$ cat config.mk
export PLATFORM = sky130hd
export DESIGN_NAME = lcg_range_hamming_stats
export DESIGN_NICKNAME = d
export VERILOG_FILES = /design/src/rtl/lrhs_pkg.sv /design/src/rtl/lrhs_ctrl.sv /design/src/rtl/lrhs_step_unit.sv /design/src/rtl/lrhs_stats.sv /design/src/rtl/lcg_range_hamming_stats.sv
export SDC_FILE = /design/constraint.sdc
export NUM_CORES = 2
export LEC_CHECK = 0
export BUFFER_PORTS_ARGS = -buffer_cell sky130_fd_sc_hd__buf_2
export CAP_MARGIN = 40
export CORE_ASPECT_RATIO = 0.5
export CORE_MARGIN = 8
export CORE_UTILIZATION = 56
export CTS_CLUSTER_DIAMETER = 100
export DETAILED_ROUTE_END_ITERATION = 12
export PLACE_DENSITY = 0.89
export SLEW_MARGIN = 20
export SYNTH_ARGS = -nofsm -noshare
export SYNTH_HDL_FRONTEND = slang
export SYNTH_SLANG_ARGS = --single-unit
export TNS_END_PERCENT = 100
$ cat constraint.sdc
create_clock -name clk_i -period 9.1 [get_ports clk_i]
set_input_delay 0.91 -clock clk_i [delete_from_list [all_inputs] [get_ports clk_i]]
set_output_delay 0.91 -clock clk_i [all_outputs]
set_load 0.005 [all_outputs]
$ cat src/rtl/lrhs_pkg.sv
// Package for the LCG range/Hamming statistics block.
// Shared types, register indexes, sequencer states and bit-count helpers.
// No dependencies.
`timescale 1ns / 1ps

package lrhs_pkg;

  localparam int unsigned WordW    = 32;
  localparam int unsigned ModBitsW = 6;
  localparam int unsigned CfgIdxW  = 3;
  localparam int unsigned DistW    = 6;

  localparam logic [WordW-1:0] IterReset  = 32'd256;
  localparam logic [WordW-1:0] RangeLoRst = 32'h0000_0000;
  localparam logic [WordW-1:0] RangeHiRst = 32'hFFFF_FFFF;
  localparam logic [WordW-1:0] RefPatRst  = 32'h0000_0000;

  localparam logic [WordW-1:0] PopMask1 = 32'h5555_5555;
  localparam logic [WordW-1:0] PopMask2 = 32'h3333_3333;
  localparam logic [WordW-1:0] PopMask4 = 32'h0F0F_0F0F;

  typedef enum logic [CfgIdxW-1:0] {
    CFG_ITERATIONS  = 3'd0,
    CFG_RANGE_LOW   = 3'd1,
    CFG_RANGE_HIGH  = 3'd2,
    CFG_REF_PATTERN = 3'd3
  } cfg_reg_e;

  typedef enum logic [2:0] {
    ST_IDLE  = 3'd0,
    ST_MUL   = 3'd1,
    ST_ADD   = 3'd2,
    ST_FLUSH = 3'd3,
    ST_EMIT  = 3'd4
  } state_e;

  // Per-cycle commands from the sequencer to the datapath units
  typedef struct packed {
    logic load;
    logic mul;
    logic add;
    logic stat;
    logic emit;
  } ctrl_t;

  // SWAR bit count; byte lanes are summed directly instead of multiplied
  function automatic logic [DistW-1:0] popcount32(input logic [WordW-1:0] v);
    logic [WordW-1:0] v1;
    logic [WordW-1:0] v2;
    logic [WordW-1:0] v3;
    v1 = v - ((v >> 1) & PopMask1);
    v2 = (v1 & PopMask2) + ((v1 >> 2) & PopMask2);
    v3 = (v2 + (v2 >> 4)) & PopMask4;
    return v3[5:0] + v3[13:8] + v3[21:16] + v3[29:24];
  endfunction

  function automatic logic [WordW-1:0] mask_from_bits(input logic [ModBitsW-1:0] bits);
    if (bits >= 6'd32) begin
      return '1;
    end else begin
      return (32'h1 << bits) - 32'h1;
    end
  endfunction

endpackage

$ cat src/rtl/lrhs_ctrl.sv
// Sequencer for the LCG job engine: job load, multiply/add step phases, flush, emit.
// Owns the step counter. Depends on lrhs_pkg.
`timescale 1ns / 1ps

module lrhs_ctrl import lrhs_pkg::*; (
  input  logic             clk_i,
  input  logic             rst_ni,
  input  logic             in_valid_i,
  input  logic [WordW-1:0] iterations_i,
  input  logic             out_free_i,
  output logic             in_stall_o,
  output ctrl_t            ctrl_o
);

  state_e           state_q, state_d;
  logic [WordW-1:0] steps_q, steps_d;
  logic [WordW-1:0] steps_inc;

  assign steps_inc = steps_q + 32'd1;

  always_comb begin
    state_d = state_q;
    case (state_q)
      ST_IDLE: begin
        if (in_valid_i) begin
          state_d = (iterations_i == '0) ? ST_EMIT : ST_MUL;
        end
      end
      ST_MUL: begin
        state_d = ST_ADD;
      end
      ST_ADD: begin
        state_d = (steps_inc == iterations_i) ? ST_FLUSH : ST_MUL;
      end
      ST_FLUSH: begin
        state_d = ST_EMIT;
      end
      ST_EMIT: begin
        if (out_free_i) begin
          state_d = ST_IDLE;
        end
      end
      default: begin
        state_d = ST_IDLE;
      end
    endcase
  end

  always_comb begin
    ctrl_o     = '0;
    in_stall_o = (state_q != ST_IDLE);
    steps_d    = steps_q;
    case (state_q)
      ST_IDLE: begin
        ctrl_o.load = in_valid_i;
        if (in_valid_i) begin
          steps_d = '0;
        end
      end
      ST_MUL: begin
        ctrl_o.mul  = 1'b1;
        // statistics of the value produced by the previous step
        ctrl_o.stat = (steps_q != '0);
      end
      ST_ADD: begin
        ctrl_o.add = 1'b1;
        steps_d    = steps_inc;
      end
      ST_FLUSH: begin
        ctrl_o.stat = 1'b1;
      end
      ST_EMIT: begin
        ctrl_o.emit = out_free_i;
      end
      default: begin
        ctrl_o = '0;
      end
    endcase
  end

  always_ff @(posedge clk_i or negedge rst_ni) begin
    if (!rst_ni) begin
      state_q <= ST_IDLE;
      steps_q <= '0;
    end else begin
      state_q <= state_d;
      steps_q <= steps_d;
    end
  end

endmodule

$ cat src/rtl/lrhs_step_unit.sv
// Shared generator unit: one 32x32 multiply, then add and modulus mask.
// Holds the job's multiplier, increment, mask and current value. Depends on lrhs_pkg.
`timescale 1ns / 1ps

module lrhs_step_unit import lrhs_pkg::*; (
  input  logic                clk_i,
  input  ctrl_t               ctrl_i,
  input  logic [WordW-1:0]    multiplier_i,
  input  logic [WordW-1:0]    increment_i,
  input  logic [ModBitsW-1:0] modulus_bits_i,
  input  logic [WordW-1:0]    seed_i,
  output logic [WordW-1:0]    value_o
);

  logic [WordW-1:0] mult_q, incr_q, mask_q;
  logic [WordW-1:0] x_q, x_d;
  logic [WordW-1:0] prod_q, prod_d;

  assign prod_d = mult_q * x_q;
  assign x_d    = (prod_q + incr_q) & mask_q;

  always_ff @(posedge clk_i) begin
    if (ctrl_i.load) begin
      mult_q <= multiplier_i;
      incr_q <= increment_i;
      mask_q <= mask_from_bits(modulus_bits_i);
      x_q    <= seed_i;  // seed is not reduced
    end else if (ctrl_i.add) begin
      x_q <= x_d;
    end
    if (ctrl_i.mul) begin
      prod_q <= prod_d;
    end
  end

  assign value_o = x_q;

endmodule

$ cat src/rtl/lrhs_stats.sv
// Statistics unit: in-range counter and min/max Hamming distance to the reference word.
// Updated once per generator step. Depends on lrhs_pkg.
`timescale 1ns / 1ps

module lrhs_stats import lrhs_pkg::*; (
  input  logic             clk_i,
  input  ctrl_t            ctrl_i,
  input  logic [WordW-1:0] value_i,
  input  logic [WordW-1:0] range_low_i,
  input  logic [WordW-1:0] range_high_i,
  input  logic [WordW-1:0] ref_pattern_i,
  input  logic [WordW-1:0] count_start_i,
  input  logic [WordW-1:0] min_start_i,
  input  logic [WordW-1:0] max_start_i,
  output logic [WordW-1:0] count_o,
  output logic [WordW-1:0] min_o,
  output logic [WordW-1:0] max_o
);

  logic [WordW-1:0] count_q, min_q, max_q;
  logic [WordW-1:0] ham_dist;
  logic             in_range;

  assign ham_dist = WordW'(popcount32(value_i ^ ref_pattern_i));
  assign in_range = (range_low_i <= value_i) && (value_i <= range_high_i);

  always_ff @(posedge clk_i) begin
    if (ctrl_i.load) begin
      count_q <= count_start_i;
      min_q   <= min_start_i;
      max_q   <= max_start_i;
    end else if (ctrl_i.stat) begin
      if (in_range) begin
        count_q <= count_q + 32'd1;
      end
      if (ham_dist < min_q) begin
        min_q <= ham_dist;
      end
      if (ham_dist > max_q) begin
        max_q <= ham_dist;
      end
    end
  end

  assign count_o = count_q;
  assign min_o   = min_q;
  assign max_o   = max_q;

endmodule

$ cat src/rtl/lcg_range_hamming_stats.sv
// Top level of the LCG range/Hamming statistics job engine.
// Uses lrhs_pkg, lrhs_ctrl, lrhs_step_unit and lrhs_stats.
`timescale 1ns / 1ps

// Each input transaction is one generator job; one result transaction follows per job.
// With N >= 1 iterations every generator step uses the single 32x32 multiplier in the
// multiply state and the add/mask stage in the following add state, the statistics of a
// step are taken while the following multiply runs, and a flush state takes the
// statistics of the last step before the emit state loads the result into the output
// register. With zero iterations the job goes from acceptance straight to the emit
// state. The input is stalled for the whole job and is free again the cycle after the
// result is loaded, so a new job is only taken once the previous one is through. The
// next job is taken even if the consumer has not collected the previous result yet; a
// result that cannot be loaded because the output register is still held by a stall
// keeps the engine waiting.
// Configuration writes are always ready and should only be issued while no job is in
// flight.

module lcg_range_hamming_stats import lrhs_pkg::*; (
  input  logic                clk_i,
  input  logic                rst_ni,
  // configuration
  input  logic                cfg_valid_i,
  output logic                cfg_ready_o,
  input  logic [CfgIdxW-1:0]  cfg_index_i,
  input  logic [WordW-1:0]    cfg_data_i,
  // job input
  input  logic                in_valid_i,
  output logic                in_stall_o,
  input  logic [WordW-1:0]    multiplier_i,
  input  logic [WordW-1:0]    increment_i,
  input  logic [ModBitsW-1:0] modulus_bits_i,
  input  logic [WordW-1:0]    seed_i,
  input  logic [WordW-1:0]    count_start_i,
  input  logic [WordW-1:0]    min_start_i,
  input  logic [WordW-1:0]    max_start_i,
  input  logic                last_job_i,
  // result output
  output logic                out_valid_o,
  input  logic                out_stall_i,
  output logic [WordW-1:0]    final_value_o,
  output logic [WordW-1:0]    final_count_o,
  output logic [WordW-1:0]    lowest_distance_o,
  output logic [WordW-1:0]    highest_distance_o,
  output logic                last_job_out_o
);

  logic [WordW-1:0] iterations_q, range_low_q, range_high_q, ref_pattern_q;
  logic             last_q;
  logic             out_valid_q;
  logic             out_free;
  ctrl_t            ctrl;
  logic [WordW-1:0] value, count, dmin, dmax;

  assign cfg_ready_o = 1'b1;

  always_ff @(posedge clk_i or negedge rst_ni) begin
    if (!rst_ni) begin
      iterations_q  <= IterReset;
      range_low_q   <= RangeLoRst;
      range_high_q  <= RangeHiRst;
      ref_pattern_q <= RefPatRst;
    end else if (cfg_valid_i && cfg_ready_o) begin
      case (cfg_reg_e'(cfg_index_i))
        CFG_ITERATIONS:  iterations_q  <= cfg_data_i;
        CFG_RANGE_LOW:   range_low_q   <= cfg_data_i;
        CFG_RANGE_HIGH:  range_high_q  <= cfg_data_i;
        CFG_REF_PATTERN: ref_pattern_q <= cfg_data_i;
        default: ;
      endcase
    end
  end

  assign out_free = !out_valid_q || !out_stall_i;

  lrhs_ctrl u_ctrl (
    .clk_i        (clk_i),
    .rst_ni       (rst_ni),
    .in_valid_i   (in_valid_i),
    .iterations_i (iterations_q),
    .out_free_i   (out_free),
    .in_stall_o   (in_stall_o),
    .ctrl_o       (ctrl)
  );

  lrhs_step_unit u_step (
    .clk_i          (clk_i),
    .ctrl_i         (ctrl),
    .multiplier_i   (multiplier_i),
    .increment_i    (increment_i),
    .modulus_bits_i (modulus_bits_i),
    .seed_i         (seed_i),
    .value_o        (value)
  );

  lrhs_stats u_stats (
    .clk_i         (clk_i),
    .ctrl_i        (ctrl),
    .value_i       (value),
    .range_low_i   (range_low_q),
    .range_high_i  (range_high_q),
    .ref_pattern_i (ref_pattern_q),
    .count_start_i (count_start_i),
    .min_start_i   (min_start_i),
    .max_start_i   (max_start_i),
    .count_o       (count),
    .min_o         (dmin),
    .max_o         (dmax)
  );

  always_ff @(posedge clk_i) begin
    if (ctrl.load) begin
      last_q <= last_job_i;
    end
  end

  // output register
  always_ff @(posedge clk_i or negedge rst_ni) begin
    if (!rst_ni) begin
      out_valid_q <= 1'b0;
    end else if (ctrl.emit) begin
      out_valid_q <= 1'b1;
    end else if (!out_stall_i) begin
      out_valid_q <= 1'b0;
    end
  end

  always_ff @(posedge clk_i) begin
    if (ctrl.emit) begin
      final_value_o      <= value;
      final_count_o      <= count;
      lowest_distance_o  <= dmin;
      highest_distance_o <= dmax;
      last_job_out_o     <= last_q;
    end
  end

  assign out_valid_o = out_valid_q;

endmodule

==> qor.csv <==
metric;value;unit
ranking of synthesized cells by area;edfxtp_1 27%, fa_1 20%, ha_1 8.6%, dfrtp_1 7.5%, inv_1 5.6%;
EDFF count, synth;386;
CP endpoint kind;flop;
Critical-path top delay cell;edfxtp_1;
Worst path max stage delay;0.80;ns
Critical Path AT;8.36;ns
vias in the first global route;35500;
GPL Wtd Cong;0.977;
fin crit period;8.06;ns
die area;0.0877;mm²
Synth Area in Compound Gates;7.19;%
Worst Setup Start Kind;flop;
Post-Syn Area per Cell;10.3;µm²
depth of the CTS H-tree;2;
PortBufs;369;
overflow left after global routing;0;
Tcrit/Tclk final;88.6;%
post-synthesis sequential area ratio;36.0;%
WL met3;13800;µm
first-pass GRT wire length;200000;µm
Die Wd;411;µm
ys async rst share;29.8;%
largest net degree at the start of global routing;146;
RSZ-0062 raised after global routing;no;
Top-Level Pins;371;
reg2reg setup slack;1.04;ns
met2 routed WL;61900;µm
worst relative slew slack;36.1;%
CP Class;reg2reg;
Syn Inst Count;4222;
Final ANT Viol Nets;0;
Resized Gates After CTS;0;
CTS Sinks;550;
post-synthesis adder-cell area fraction;28.2;%
top-area cell type share of the netlist area;26.5;%
HP Class;in2async;
number of library cell types mapped by synthesis;82;
worst-margin pin slew;0.958;ns
Final setup viols;0;
Inst Count DP;5514;
max layer used;met5;
Hold Vio Cnt, Final;0;
initial antenna violation count;16;
xor/xnor share of the synthesized area;5.11;%
Layout Area Growth over Synthesis;11.9;%
DRC viols;0;
Via density;5.95;
via count;33500;
most frequent CP cell;inv_1;
CTS buffer count;52;
Initial Utilization;56.6;%
Primary FF master, synth;edfxtp_1;
Finished Layout Cells;5635;
clock-pin transition on the worst setup and hold timing paths;0.07;ns
Root Driver;clkbuf_16;
Max Fanout on Critical Path;32;
CTS hold repair buffers;0;
clk_skew;0.0880;ns
GRT Total Usage;29.4;%
dominant cell type by area after synthesis;edfxtp_1;
DR pass1 iterations;7;
Mapped Area;0.0437;mm²
final WL;130000;µm
CP Launch Point;u_step.value_o[2];
pre-CTS setup slack;1.24;ns
Synth Warn #;0;
status;finished clean;
post-route cell area;0.0489;mm²
DRT met1 WL;45900;µm
Final Max Tran Viols;0;
setup_tns;0;ns
layout cells sized above 1;15.2;%
cell row count;72;
simple-gate share of the synthesized area;13.6;%
clk_lat worst skew;0.67;ns
worst reg2reg path depth;30;
drt initial violations;4044;
fraction of synthesized area in multiplexers;2.59;%
#FFs+latches synth;550;
HPWL Detailed;97900;µm
Cell Area, Placed;0.0469;mm²
final net count;5507;
chip height;213;µm
Post-Syn Nets;5188;
maxcap violations;0;
fmax;124;MHz
CTS tree;yes;
Worst EP required;9.40;ns
# Post-CTS Setup Buffers;0;
final worst setup slack;1.04;ns
largest family of logic cells by synthesized area;adder cells;
Core Region;0.0772;mm²
deepest clock path buffer count;3;
worst r2r dst;u_stats.max_o[27];
Reg2Reg Launch Point;u_step.value_o[2];
Routed WL per cell;23.0;µm
## state kept, by name, indices dropped and copies added (netlist names)
| register | cells |
|---|---|
| final_count_o | 32 |
| final_value_o | 32 |
| highest_distance_o | 32 |
| iterations_q | 32 |
| lowest_distance_o | 32 |
| range_high_q | 32 |
| range_low_q | 32 |
| ref_pattern_q | 32 |
| u_ctrl.steps_q | 32 |
| u_stats.count_o | 32 |
| u_stats.max_o | 32 |
| u_stats.min_o | 32 |
| u_step.incr_q | 32 |
| u_step.mask_q | 32 |
| u_step.mult_q | 32 |
| u_step.prod_q | 32 |
| u_step.value_o | 32 |
| u_ctrl.state_q | 3 |
| last_job_out_o | 1 |
| last_q | 1 |
| out_valid_o | 1 |
## how the worst max path moves through the flow
stage                             end  slack [ns]  cells after the start
finish              u_stats.max_o[27]        1.04                     30
global route        u_stats.max_o[27]        0.53                     30
CTS                 u_stats.max_o[25]        1.17                     30
detailed placement  u_stats.max_o[11]        1.24                     30
global placement    u_stats.max_o[16]        1.08                     30
floorplan            u_stats.max_o[0]        0.30                     29
## logic make-up (layout without fill, tap and decap cells)
kind of cell | count (synthesis) | count (layout)
simple gates | 1250 | 1250
other cells | 1 | 17
xor+xnor | 255 | 255
fa+ha+maj | 729 | 729
mux | 101 | 101
buf+inv | 831 | 1192
compound gates | 505 | 505
flops | 550 | 550
## layout make-up
| type | count | area [µm²] |
|---|---|---|
| fill | 5562 | 28300 |
| multi-input combinational | 2841 | 24900 |
| sequential | 550 | 15700 |
| timing repair buffer | 444 | 2670 |
| inverter | 652 | 2450 |
| clock buffer | 60 | 1370 |
| tap | 1036 | 1300 |
| clock inverter | 36 | 435 |
| antenna | 16 | 40.0 |
## synthesized netlist by cell type, drive strengths merged (105+ instances only)
master	instances
xnor2	157
nand2	640
dfrtp	131
ha	300
fa	427
o21ai	189
clkbuf	161
inv	651
a21oi	105
nor2	107
edfxtp	386
and2	168
## placed cells by master, fill, tap and decap left out, types with 104 or more instances in the layout
cell      netlist  routed
inv_1         651     650
xnor2_1       157     157
buf_2           7     368
edfxtp_1      386     386
nand2_1       640     640
dfrtp_1       131     131
nor2_1        107     106
o21ai_0       184     183
ha_1          300     300
fa_1          427     427
and2_1        168     168
a21oi_1       105     104
## through the flow
stage	hold slack, ns	utilization (%)
2_1_floorplan	0.400	-
3_3_place_gp	0.426	60.3
3_5_place_dp	0.411	60.7
4_1_cts	0.330	63.0
5_1_grt	0.0884	63.3
6_report	0.0854	63.3
## layer usage
metal	vias to the layer above	track usage, %
met5	-	0
met1	16400	35.5
met3	534	6.66
met4	2	17.3
met2	2089	48.8
li1	14400	-
## critical path: cells and delay by family, from the launching register on
family,cells,cell delay [ns]
xor gates and xnor gates,2,0.42
adders and majority gates,9,3.23
and+or+nand+nor,3,0.31
DFF,1,0.80
AOI/OAI and AO/OA,10,2.15
buffers and inverters,6,0.76
Power is left out: the tool's default activity adds up to more than one toggle a clock period on the data nets, which glitch-free logic cannot reach.
